File: src/rtl/aef_pkg.sv
// shared types, constants and character classes of the escape sequence filter
package aef_pkg;

  localparam logic [7:0] CH_ESC      = 8'h1B;
  localparam logic [7:0] CH_LBRACKET = 8'h5B;
  localparam logic [7:0] CH_COLOUR   = 8'h6D;

  localparam logic [1:0] MODE_STRIP  = 2'd0;
  localparam logic [1:0] MODE_COLOUR = 2'd1;
  localparam logic [1:0] MODE_CMDS   = 2'd2;

  // command queue between parser and emitter
  localparam int QDEPTH = 2;
  localparam int QPW    = $clog2(QDEPTH);
  localparam int QCW    = $clog2(QDEPTH + 1);

  typedef enum logic [1:0] {
    PH_TEXT,
    PH_ESC,
    PH_SEQ
  } phase_e;

  typedef enum logic [1:0] {
    CMD_CHAR,
    CMD_RUN,
    CMD_END
  } cmd_kind_e;

  typedef enum logic [1:0] {
    BK_IDLE,
    BK_READ,
    BK_EMIT
  } back_state_e;

  // data is the character for CMD_CHAR and the run length for CMD_RUN
  typedef struct packed {
    cmd_kind_e  kind;
    logic [7:0] data;
  } cmd_t;

  // digits, ';' and '='
  function automatic logic is_param(input logic [7:0] c);
    logic r;
    case (c) inside
      [8'h30:8'h39], 8'h3B, 8'h3D: r = 1'b1;
      default:                     r = 1'b0;
    endcase
    return r;
  endfunction

  // A B C D H I J K f h l m s u
  function automatic logic is_cmd(input logic [7:0] c);
    logic r;
    case (c) inside
      [8'h41:8'h44], [8'h48:8'h4B], 8'h66, 8'h68, 8'h6C, 8'h6D, 8'h73, 8'h75: r = 1'b1;
      default: r = 1'b0;
    endcase
    return r;
  endfunction

endpackage

File: src/rtl/aef_ram.sv
// generic single write port ram with registered read
module aef_ram #(
  parameter int WIDTH = 8,
  parameter int DEPTH = 32
) (
  input  logic                     clk_i,
  input  logic                     we_i,
  input  logic [$clog2(DEPTH)-1:0] waddr_i,
  input  logic [WIDTH-1:0]         wdata_i,
  input  logic                     re_i,
  input  logic [$clog2(DEPTH)-1:0] raddr_i,
  output logic [WIDTH-1:0]         rdata_o
);

  logic [WIDTH-1:0] mem_q [DEPTH];
  logic [WIDTH-1:0] rdata_q;

  always_ff @(posedge clk_i) begin
    if (we_i) begin
      mem_q[waddr_i] <= wdata_i;
    end
    if (re_i) begin
      rdata_q <= mem_q[raddr_i];
    end
  end

  assign rdata_o = rdata_q;

endmodule

File: src/rtl/aef_front.sv
// parser: accepts characters, tracks escape state, buffers sequences, queues commands
module aef_front #(
  parameter int SEQ_MAX = 32,
  localparam int AW = $clog2(SEQ_MAX),
  localparam int LW = $clog2(SEQ_MAX + 1)
) (
  input  logic             clk_i,
  input  logic             rst_ni,
  input  logic             cfg_valid_i,
  output logic             cfg_ready_o,
  input  logic [1:0]       filter_mode_i,
  input  logic             in_valid_i,
  output logic             in_ready_o,
  input  logic [7:0]       in_char_i,
  input  logic             is_end_i,
  input  logic             q_full_i,
  output logic             q_push_o,
  output aef_pkg::cmd_t    q_cmd_o,
  input  logic             run_done_i,
  output logic             buf_we_o,
  output logic [AW-1:0]    buf_waddr_o,
  output logic [7:0]       buf_wdata_o
);

  aef_pkg::phase_e phase_q, phase_d;
  logic [1:0]      mode_q;
  logic [LW-1:0]   len_q, len_d;
  logic            ovf_q, ovf_d;
  logic            run_pend_q, run_pend_d;
  logic            accept;
  logic            keep;
  logic            full_buf;

  assign cfg_ready_o = 1'b1;

  // sequence characters wait until the previous run has been read out
  assign in_ready_o = !q_full_i && !((phase_q == aef_pkg::PH_SEQ) && run_pend_q);
  assign accept     = in_valid_i && in_ready_o;
  assign full_buf   = (len_q == LW'(SEQ_MAX));

  assign keep = ((mode_q == aef_pkg::MODE_CMDS) && aef_pkg::is_cmd(in_char_i)) ||
                ((mode_q == aef_pkg::MODE_COLOUR) && (in_char_i == aef_pkg::CH_COLOUR));

  // next state
  always_comb begin
    phase_d = phase_q;
    if (accept) begin
      if (is_end_i) begin
        phase_d = aef_pkg::PH_TEXT;
      end else begin
        case (phase_q)
          aef_pkg::PH_TEXT: begin
            if (in_char_i == aef_pkg::CH_ESC) phase_d = aef_pkg::PH_ESC;
          end
          aef_pkg::PH_ESC: begin
            phase_d = (in_char_i == aef_pkg::CH_LBRACKET) ? aef_pkg::PH_SEQ
                                                          : aef_pkg::PH_TEXT;
          end
          default: begin
            if (!aef_pkg::is_param(in_char_i)) phase_d = aef_pkg::PH_TEXT;
          end
        endcase
      end
    end
  end

  // outputs and buffer bookkeeping
  always_comb begin
    q_push_o      = 1'b0;
    q_cmd_o.kind  = aef_pkg::CMD_CHAR;
    q_cmd_o.data  = in_char_i;
    buf_we_o      = 1'b0;
    buf_waddr_o   = len_q[AW-1:0];
    buf_wdata_o   = in_char_i;
    len_d         = len_q;
    ovf_d         = ovf_q;
    if (accept) begin
      if (is_end_i) begin
        q_push_o     = 1'b1;
        q_cmd_o.kind = aef_pkg::CMD_END;
        q_cmd_o.data = 8'd0;
        len_d        = '0;
        ovf_d        = 1'b0;
      end else begin
        case (phase_q)
          aef_pkg::PH_TEXT: begin
            q_push_o = (in_char_i != aef_pkg::CH_ESC);
          end
          aef_pkg::PH_ESC: begin
            // esc and bracket sit at slots 0 and 1, filled in by the emitter
            len_d = LW'(2);
            ovf_d = 1'b0;
          end
          default: begin
            buf_we_o = !full_buf;
            if (aef_pkg::is_param(in_char_i)) begin
              if (full_buf) ovf_d = 1'b1;
              else          len_d = len_q + LW'(1);
            end else begin
              q_push_o     = keep && !ovf_q && !full_buf;
              q_cmd_o.kind = aef_pkg::CMD_RUN;
              q_cmd_o.data = 8'(len_q + LW'(1));
              len_d        = '0;
              ovf_d        = 1'b0;
            end
          end
        endcase
      end
    end
  end

  always_comb begin
    run_pend_d = run_pend_q;
    if (q_push_o && (q_cmd_o.kind == aef_pkg::CMD_RUN)) run_pend_d = 1'b1;
    else if (run_done_i)                                 run_pend_d = 1'b0;
  end

  always_ff @(posedge clk_i or negedge rst_ni) begin
    if (!rst_ni) begin
      phase_q    <= aef_pkg::PH_TEXT;
      mode_q     <= aef_pkg::MODE_STRIP;
      len_q      <= '0;
      ovf_q      <= 1'b0;
      run_pend_q <= 1'b0;
    end else begin
      phase_q    <= phase_d;
      len_q      <= len_d;
      ovf_q      <= ovf_d;
      run_pend_q <= run_pend_d;
      if (cfg_valid_i && cfg_ready_o) mode_q <= filter_mode_i;
    end
  end

endmodule

File: src/rtl/aef_cmd_fifo.sv
// small command queue between parser and emitter
module aef_cmd_fifo (
  input  logic          clk_i,
  input  logic          rst_ni,
  input  logic          push_i,
  input  aef_pkg::cmd_t cmd_i,
  output logic          full_o,
  input  logic          pop_i,
  output logic          valid_o,
  output aef_pkg::cmd_t cmd_o
);

  aef_pkg::cmd_t               slot_q [aef_pkg::QDEPTH];
  logic [aef_pkg::QPW-1:0]     wptr_q, rptr_q;
  logic [aef_pkg::QCW-1:0]     cnt_q;

  assign full_o  = (cnt_q == aef_pkg::QCW'(aef_pkg::QDEPTH));
  assign valid_o = (cnt_q != '0);
  assign cmd_o   = slot_q[rptr_q];

  always_ff @(posedge clk_i) begin
    if (push_i) slot_q[wptr_q] <= cmd_i;
  end

  always_ff @(posedge clk_i or negedge rst_ni) begin
    if (!rst_ni) begin
      wptr_q <= '0;
      rptr_q <= '0;
      cnt_q  <= '0;
    end else begin
      if (push_i) begin
        wptr_q <= (wptr_q == aef_pkg::QPW'(aef_pkg::QDEPTH - 1)) ? '0
                                                                 : wptr_q + aef_pkg::QPW'(1);
      end
      if (pop_i) begin
        rptr_q <= (rptr_q == aef_pkg::QPW'(aef_pkg::QDEPTH - 1)) ? '0
                                                                 : rptr_q + aef_pkg::QPW'(1);
      end
      if (push_i && !pop_i)      cnt_q <= cnt_q + aef_pkg::QCW'(1);
      else if (pop_i && !push_i) cnt_q <= cnt_q - aef_pkg::QCW'(1);
    end
  end

endmodule

File: src/rtl/aef_back.sv
// emitter: carries out queued commands, reads runs from the buffer, keeps the count
module aef_back #(
  parameter int SEQ_MAX    = 32,
  parameter int COUNT_BITS = 16,
  localparam int AW = $clog2(SEQ_MAX),
  localparam int LW = $clog2(SEQ_MAX + 1)
) (
  input  logic                  clk_i,
  input  logic                  rst_ni,
  input  logic                  q_valid_i,
  input  aef_pkg::cmd_t         q_cmd_i,
  output logic                  q_pop_o,
  output logic                  run_done_o,
  output logic                  buf_re_o,
  output logic [AW-1:0]         buf_raddr_o,
  input  logic [7:0]            buf_rdata_i,
  output logic                  out_valid_o,
  input  logic                  out_ready_i,
  output logic [7:0]            out_char_o,
  output logic                  out_run_last_o,
  output logic                  out_end_o,
  output logic [COUNT_BITS-1:0] kept_count_o
);

  aef_pkg::back_state_e state_q, state_d;
  logic [LW-1:0]         idx_q, idx_d;
  logic [LW-1:0]         len_q, len_d;
  logic [COUNT_BITS-1:0] total_q, total_d, total_inc;
  logic                  out_valid_q, out_valid_d;
  logic [7:0]            out_char_q, out_char_d;
  logic                  out_last_q, out_last_d;
  logic                  out_end_q, out_end_d;
  logic [COUNT_BITS-1:0] out_cnt_q, out_cnt_d;
  logic                  load;
  logic                  out_free;
  logic                  run_last;
  logic [7:0]            run_char;

  assign out_free  = !out_valid_q || out_ready_i;
  assign total_inc = (total_q == '1) ? total_q : total_q + COUNT_BITS'(1);
  assign run_last  = ((idx_q + LW'(1)) == len_q);

  always_comb begin
    if (idx_q == LW'(0))      run_char = aef_pkg::CH_ESC;
    else if (idx_q == LW'(1)) run_char = aef_pkg::CH_LBRACKET;
    else                      run_char = buf_rdata_i;
  end

  // next state
  always_comb begin
    state_d = state_q;
    case (state_q)
      aef_pkg::BK_IDLE: begin
        if (q_valid_i && (q_cmd_i.kind == aef_pkg::CMD_RUN)) state_d = aef_pkg::BK_READ;
      end
      aef_pkg::BK_READ: state_d = aef_pkg::BK_EMIT;
      aef_pkg::BK_EMIT: begin
        if (out_free) state_d = run_last ? aef_pkg::BK_IDLE : aef_pkg::BK_READ;
      end
      default: state_d = aef_pkg::BK_IDLE;
    endcase
  end

  // outputs
  always_comb begin
    q_pop_o     = 1'b0;
    run_done_o  = 1'b0;
    buf_re_o    = 1'b0;
    buf_raddr_o = idx_q[AW-1:0];
    load        = 1'b0;
    out_char_d  = out_char_q;
    out_last_d  = out_last_q;
    out_end_d   = out_end_q;
    out_cnt_d   = out_cnt_q;
    total_d     = total_q;
    idx_d       = idx_q;
    len_d       = len_q;
    case (state_q)
      aef_pkg::BK_IDLE: begin
        if (q_valid_i) begin
          case (q_cmd_i.kind)
            aef_pkg::CMD_RUN: begin
              q_pop_o = 1'b1;
              idx_d   = '0;
              len_d   = q_cmd_i.data[LW-1:0];
            end
            aef_pkg::CMD_END: begin
              if (out_free) begin
                q_pop_o    = 1'b1;
                load       = 1'b1;
                out_char_d = 8'd0;
                out_last_d = 1'b1;
                out_end_d  = 1'b1;
                out_cnt_d  = total_q;
                total_d    = '0;
              end
            end
            default: begin
              if (out_free) begin
                q_pop_o    = 1'b1;
                load       = 1'b1;
                out_char_d = q_cmd_i.data;
                out_last_d = 1'b1;
                out_end_d  = 1'b0;
                out_cnt_d  = total_inc;
                total_d    = total_inc;
              end
            end
          endcase
        end
      end
      aef_pkg::BK_READ: begin
        buf_re_o = 1'b1;
      end
      aef_pkg::BK_EMIT: begin
        if (out_free) begin
          load       = 1'b1;
          out_char_d = run_char;
          out_last_d = run_last;
          out_end_d  = 1'b0;
          out_cnt_d  = total_inc;
          total_d    = total_inc;
          idx_d      = idx_q + LW'(1);
          run_done_o = run_last;
        end
      end
      default: ;
    endcase
  end

  always_comb begin
    if (load)             out_valid_d = 1'b1;
    else if (out_ready_i) out_valid_d = 1'b0;
    else                  out_valid_d = out_valid_q;
  end

  always_ff @(posedge clk_i or negedge rst_ni) begin
    if (!rst_ni) begin
      state_q     <= aef_pkg::BK_IDLE;
      total_q     <= '0;
      out_valid_q <= 1'b0;
      idx_q       <= '0;
      len_q       <= '0;
    end else begin
      state_q     <= state_d;
      total_q     <= total_d;
      out_valid_q <= out_valid_d;
      idx_q       <= idx_d;
      len_q       <= len_d;
    end
  end

  always_ff @(posedge clk_i) begin
    if (load) begin
      out_char_q <= out_char_d;
      out_last_q <= out_last_d;
      out_end_q  <= out_end_d;
      out_cnt_q  <= out_cnt_d;
    end
  end

  assign out_valid_o    = out_valid_q;
  assign out_char_o     = out_char_q;
  assign out_run_last_o = out_last_q;
  assign out_end_o      = out_end_q;
  assign kept_count_o   = out_cnt_q;

endmodule

File: src/rtl/ansi_escape_filter_top.sv
// Escape sequence filter: a parser front end feeds a two-entry command queue, and an emitter
// back end drives the registered output. Plain text and end requests flow at one character
// per cycle while no run is read out and the output is ready. Escape sequences (ESC '['
// parameters final) are stored in a buffer memory of SEQ_MAX bytes; a kept sequence leaves
// as a burst, each character passing the buffer's registered read and then the output
// load. While a run is being read out, the next sequence's characters after its '[' wait
// at the input; plain text and end requests keep flowing into the queue. A sequence longer
// than SEQ_MAX or unterminated at the end request is dropped; kept_count saturates. Mode
// writes are taken at any time and never stall; the buffer needs no clearing after reset.
module ansi_escape_filter_top #(
  parameter int SEQ_MAX    = 32,
  parameter int COUNT_BITS = 16
) (
  input  logic                  clk_i,
  input  logic                  rst_ni,
  input  logic                  cfg_valid_i,
  output logic                  cfg_ready_o,
  input  logic [1:0]            filter_mode_i,
  input  logic                  in_valid_i,
  output logic                  in_ready_o,
  input  logic [7:0]            in_char_i,
  input  logic                  is_end_i,
  output logic                  out_valid_o,
  input  logic                  out_ready_i,
  output logic [7:0]            out_char_o,
  output logic                  out_run_last_o,
  output logic                  out_end_o,
  output logic [COUNT_BITS-1:0] kept_count_o
);

  localparam int AW = $clog2(SEQ_MAX);

  logic          q_full, q_push, q_pop, q_valid;
  aef_pkg::cmd_t q_cmd_in, q_cmd_out;
  logic          run_done;
  logic          buf_we, buf_re;
  logic [AW-1:0] buf_waddr, buf_raddr;
  logic [7:0]    buf_wdata, buf_rdata;

  aef_front #(.SEQ_MAX(SEQ_MAX)) u_front (
    .clk_i        (clk_i),
    .rst_ni       (rst_ni),
    .cfg_valid_i  (cfg_valid_i),
    .cfg_ready_o  (cfg_ready_o),
    .filter_mode_i(filter_mode_i),
    .in_valid_i   (in_valid_i),
    .in_ready_o   (in_ready_o),
    .in_char_i    (in_char_i),
    .is_end_i     (is_end_i),
    .q_full_i     (q_full),
    .q_push_o     (q_push),
    .q_cmd_o      (q_cmd_in),
    .run_done_i   (run_done),
    .buf_we_o     (buf_we),
    .buf_waddr_o  (buf_waddr),
    .buf_wdata_o  (buf_wdata)
  );

  aef_cmd_fifo u_fifo (
    .clk_i  (clk_i),
    .rst_ni (rst_ni),
    .push_i (q_push),
    .cmd_i  (q_cmd_in),
    .full_o (q_full),
    .pop_i  (q_pop),
    .valid_o(q_valid),
    .cmd_o  (q_cmd_out)
  );

  aef_ram #(.WIDTH(8), .DEPTH(SEQ_MAX)) u_seq_buf (
    .clk_i  (clk_i),
    .we_i   (buf_we),
    .waddr_i(buf_waddr),
    .wdata_i(buf_wdata),
    .re_i   (buf_re),
    .raddr_i(buf_raddr),
    .rdata_o(buf_rdata)
  );

  aef_back #(.SEQ_MAX(SEQ_MAX), .COUNT_BITS(COUNT_BITS)) u_back (
    .clk_i         (clk_i),
    .rst_ni        (rst_ni),
    .q_valid_i     (q_valid),
    .q_cmd_i       (q_cmd_out),
    .q_pop_o       (q_pop),
    .run_done_o    (run_done),
    .buf_re_o      (buf_re),
    .buf_raddr_o   (buf_raddr),
    .buf_rdata_i   (buf_rdata),
    .out_valid_o   (out_valid_o),
    .out_ready_i   (out_ready_i),
    .out_char_o    (out_char_o),
    .out_run_last_o(out_run_last_o),
    .out_end_o     (out_end_o),
    .kept_count_o  (kept_count_o)
  );

endmodule

File: config.mk
export PLATFORM = sky130hd
export DESIGN_NAME = ansi_escape_filter_top
export DESIGN_NICKNAME = d
export VERILOG_FILES = /design/src/rtl/aef_pkg.sv /design/src/rtl/aef_ram.sv /design/src/rtl/aef_front.sv /design/src/rtl/aef_cmd_fifo.sv /design/src/rtl/aef_back.sv /design/src/rtl/ansi_escape_filter_top.sv
export SDC_FILE = /design/constraint.sdc
export NUM_CORES = 1
export LEC_CHECK = 0
export BUFFER_PORTS_ARGS = -buffer_cell sky130_fd_sc_hd__buf_2
export CAP_MARGIN = 25
export CORE_MARGIN = 4
export CORE_UTILIZATION = 47
export DETAILED_ROUTE_END_ITERATION = 8
export PLACE_DENSITY = 0.68
export SYNTH_ARGS = -nofsm -noshare
export SYNTH_HDL_FRONTEND = slang
export SYNTH_SLANG_ARGS = --single-unit
File: constraint.sdc
create_clock -name clk_i -period 7.3 [get_ports clk_i]
set_clock_uncertainty 0.1 [all_clocks]
set_input_delay 0.365 -clock clk_i [delete_from_list [all_inputs] [get_ports clk_i]]
set_output_delay 0.365 -clock clk_i [all_outputs]
set_load 0.05 [all_outputs]
==> metrics.json <==
{
  "worst-path-buf-inv": {"value": 0},
  "std_cell_rows": {"value": 65},
  "grt_pass1_vias": {"value": 8521},
  "yosys-mux-area-fraction": {"value": 13.5, "unit": "%"},
  "grt_antenna_before_repair": {"value": 0},
  "ys_types": {"value": 70},
  "numClockSinks": {"value": 357},
  "ctsRootBufferMaster": {"value": "sky130_fd_sc_hd__clkbuf_16"},
  "start_util": {"value": 48.1, "unit": "%"},
  "worstSetupEndpointType": {"value": "flop"},
  "crit_path_end": {"value": "u_seq_buf.mem_q[28][3]"},
  "worst-path-stages": {"value": 5},
  "global_route.usage.met3": {"value": 4.50, "unit": "%"},
  "power.static_leakage": {"value": 5.69, "unit": "nW"},
  "critical_path_required": {"value": 7.33, "unit": "ns"},
  "yosys-top-cells-count": {"value": "sky130_fd_sc_hd__edfxtp_1, sky130_fd_sc_hd__mux4_2, sky130_fd_sc_hd__nor2_1"},
  "place_inst": {"value": 1380},
  "fmax": {"value": 0.288, "unit": "GHz"},
  "layout_cell_share_with_drive_strength_beyond_1": {"value": 21.4, "unit": "%"},
  "rr_worst_depth": {"value": 5},
  "die_w": {"value": 188, "unit": "um"},
  "syn2layout_area_growth": {"value": 12.3, "unit": "%"},
  "peakVddDrop": {"value": 0.198, "unit": "mV"},
  "ys_seq_area_share": {"value": 68.6, "unit": "%"},
  "hpwlAfterDp": {"value": 20.9, "unit": "mm"},
  "synth_compound_area_share": {"value": 7.12, "unit": "%"},
  "groute.usage.overall": {"value": 18.7, "unit": "%"},
  "slowest_stage": {"value": "sky130_fd_sc_hd__nor2_1"},
  "synth.most_common_cell": {"value": "sky130_fd_sc_hd__edfxtp_1"},
  "power.density_cell_area": {"value": 362, "unit": "nW/um2"},
  "min_period_over_period": {"value": 47.6, "unit": "%"},
  "ffs_w_async_s_r_synth": {"value": 13.2, "unit": "%"},
  "ant_nets": {"value": 0},
  "drt_drc_violations_left": {"value": 0},
  "postSynthCellCount": {"value": 946},
  "pin_count": {"value": 45},
  "max-cap-violations": {"value": 0},
  "tritoncts_clock_tree": {"value": "yes"},
  "rsz0062_at_grt": {"value": "false"},
  "final_period_minus_worst_setup_slack": {"value": 3.48, "unit": "ns"},
  "cp-start-kind": {"value": "flop"},
  "crit_type": {"value": "reg -> reg"},
  "insertion_delay": {"value": 0.51, "unit": "ns"},
  "grt.busiest_layer": {"value": "met2"},
  "dieArea": {"value": 35500, "unit": "um2"},
  "portBuffers": {"value": 43},
  "setup-violations-final": {"value": 0},
  "grt_start_max_net_pins": {"value": 70},
  "detail_route.first_pass.iterations": {"value": 5},
  "grt_first_pass_wirelength": {"value": 51.6, "unit": "mm"},
  "timing_max_transition_violations_final": {"value": 0},
  "timing_worst_slew_pin_value": {"value": 1.04, "unit": "ns"},
  "timing.critical_path.fanout_max": {"value": 14},
  "routabilityCongestion": {"value": 0.838},
  "fin_setup_tns": {"value": 0, "unit": "ns"},
  "detailed_route_wl": {"value": 32.7, "unit": "mm"},
  "finalNetCount": {"value": 1016},
  "number_of_enable_flip_flop_cells_after_synthesis": {"value": 310},
  "slack_of_the_worst_reg_to_reg_path": {"value": 3.82, "unit": "ns"},
  "finalNonFillerCells": {"value": 1454},
  "clk_path_buf_depth": {"value": 3},
  "synth_seq_cells": {"value": 357},
  "worst_ep_arrival_time": {"value": 3.50, "unit": "ns"},
  "initialDrtViolationCount": {"value": 880},
  "cts.reportedPaths.clkPinSlew": {"value": 0.06, "unit": "ns"},
  "netlist.top_cell.by_area": {"value": "sky130_fd_sc_hd__edfxtp_1"},
  "run_status": {"value": "finished, final reports clean"},
  "wl_per_cell": {"value": 22.5, "unit": "um"},
  "crit-reg2reg-launch": {"value": "u_front.phase_q[1]"},
  "route.detailed.vias_per_inst": {"value": 5.85},
  "post_synth.cell_area_avg": {"value": 16.2, "unit": "um2"},
  "met1_usage": {"value": 27.0, "unit": "%"},
  "relSlewSlack": {"value": 30.3, "unit": "%"},
  "synthesis.area": {"value": 15300, "unit": "um2"},
  "ys_top_cells_by_area": {"value": "sky130_fd_sc_hd__edfxtp_1, sky130_fd_sc_hd__mux4_2, sky130_fd_sc_hd__dfrtp_1"},
  "startpoint": {"value": "u_front.phase_q[1]"},
  "tritoncts.num_buffers": {"value": 38},
  "synth_adder_area_share": {"value": 0.810, "unit": "%"},
  "crit_path_frequent_cell": {"value": "sky130_fd_sc_hd__nand2_1"},
  "cts_htree_levels": {"value": 2},
  "post_synth_xor_area_fraction": {"value": 1.03, "unit": "%"},
  "yosysWarningCount": {"value": 0},
  "timing.rr.end": {"value": "u_seq_buf.mem_q[28][3]"},
  "global_route.usage.met2": {"value": 29.4, "unit": "%"},
  "chipHeight": {"value": 188, "unit": "um"},
  "globalRouteOverflowTotal": {"value": 0},
  "post-synth-top-area-fraction": {"value": 60.9, "unit": "%"},
  "cpPeakStageDelay": {"value": 0.88, "unit": "ns"},
  "core_region_area": {"value": 31800, "unit": "um2"},
  "route.vias.total": {"value": 8504},
  "cts-resized-gates": {"value": 0},
  "cts.repair_timing.setup_buffer_count": {"value": 0},
  "syn-num-nets": {"value": 971},
  "postSynth.topFlopCell": {"value": "sky130_fd_sc_hd__edfxtp_1"},
  "combinational_family_with_the_most_area_after_synthesis": {"value": "multiplexers"},
  "timing.hold.worst.class": {"value": "in -> reg"},
  "post_synth_and_or_nand_nor_area_fraction": {"value": 6.66, "unit": "%"},
  "n_antenna_cell": {"value": 0},
  "crit_path_cell_trace": {"value": "nand2_1, o221ai_2, nor4b_1, nand2_1, nor2_1"},
  "cpLargestDelayFamily": {"value": "simple AND/OR/NAND/NOR gates"},
  "final-hold-violation-count": {"value": 0}
}
[worst reg2reg max path: cells and delay by family (launching register included)]
| kind | cells | cell delay (ns) |
|---|---|---|
| AND/OR/NAND/NOR | 4 | 2.23 |
| flip-flops | 1 | 0.49 |
| AO/OA/AOI/OAI | 1 | 0.27 |
[per-layer routing]
metal / vias to the layer above / part of all wire [%]
li1: 3824 / -
met1: 4307 / 43
met2: 330 / 47
met3: 43 / 7.8
met4: 0 / 1.6
met5: - / 0
[placed cells by master, fill, tap and decap left out, types with 13 or more instances in the layout]
| master | synthesis | routed |
|---|---|---|
| sky130_fd_sc_hd__nor2_1 | 75 | 75 |
| sky130_fd_sc_hd__nand2_1 | 53 | 53 |
| sky130_fd_sc_hd__a21oi_1 | 45 | 45 |
| sky130_fd_sc_hd__dfrtp_1 | 47 | 45 |
| sky130_fd_sc_hd__clkbuf_1 | 28 | 13 |
| sky130_fd_sc_hd__mux4_2 | 80 | 80 |
| sky130_fd_sc_hd__o21ai_0 | 45 | 45 |
| sky130_fd_sc_hd__inv_1 | 19 | 19 |
| sky130_fd_sc_hd__o22ai_1 | 14 | 14 |
| sky130_fd_sc_hd__edfxtp_1 | 310 | 310 |
| sky130_fd_sc_hd__mux2i_1 | 14 | 14 |
| sky130_fd_sc_hd__buf_2 | 11 | 43 |
| sky130_fd_sc_hd__clkbuf_16 | 0 | 39 |
[per-stage QoR]
step / setup slack, ns / power [W] / hold WS, ns / area (um2) / util (%)
finish: 3.82 / 0.00621 / 0.215 / 17200 / 54.0
global route: 3.57 / 0.00651 / 0.224 / 17200 / 54.0
CTS: 3.83 / 0.00626 / 0.200 / 17200 / 54.0
detailed placement: 3.85 / 0.00438 / 0.379 / 15900 / 50.0
global placement: 3.90 / 0.00435 / 0.375 / 15800 / 49.8
floorplan: 4.86 / 0.00395 / -0.0306 / 15300 / -
[state kept, by name (all words and copies together), names as in the netlist, 2 cells and up]
signal	flops
u_back.idx_q	6
u_back.kept_count_o	16
u_back.len_q	6
u_back.out_char_o	8
u_back.state_q	2
u_back.total_q	16
u_fifo.cnt_q	2
u_fifo.slot_q	20
u_front.len_q	6
u_front.mode_q	2
u_front.phase_q	2
u_seq_buf.mem_q	256
u_seq_buf.rdata_o	8
[final cells by class]
cell class                      count  area (um2)
Clock inverter                     12         143
Sequential cell                   357       10500
Fill cell                        2481       14600
Timing Repair Buffer               60         375
Multi-Input combinational cell    514        4460
Tap cell                          435         544
Inverter                           20        75.1
Clock buffer                       56        1080
[logic make-up after synthesis]
| logic type | after synthesis |
|---|---|
| adders and majority gates | 10 |
| DFF | 357 |
| AOI/OAI and AO/OA | 170 |
| other | 1 |
| buffers and inverters | 75 |
| xor gates and xnor gates | 18 |
| muxes | 105 |
| and+or+nand+nor | 210 |
[power breakdown]
| part | leakage, nW | total, W | switching [W] | internal, W |
|---|---|---|---|---|
| Sequential | 3.43 | 0.00264 | 0.000165 | 0.00247 |
| Combinational | 1.66 | 0.00169 | 0.00106 | 0.000638 |
| Clock | 0.596 | 0.00188 | 0.000747 | 0.00113 |
[how the worst min path moves through the flow]
stage / cells past startpoint / end / from
floorplan: 0 / u_back.idx_q[0] / rst_ni
global placement: 1 / u_front.ovf_q / u_front.ovf_q
detailed placement: 1 / u_fifo.wptr_q / u_fifo.wptr_q
CTS: 3 / u_front.ovf_q / is_end_i
global route: 3 / u_front.ovf_q / is_end_i
finish: 3 / u_front.ovf_q / is_end_i
[timing repair]
action	4_1_cts	5_1_grt
endpoints found under the hold margin	49	0
setup endpoints to repair	0	0
hold buffers	5	0
No activity file was read; power rests on OpenSTA's default activity.
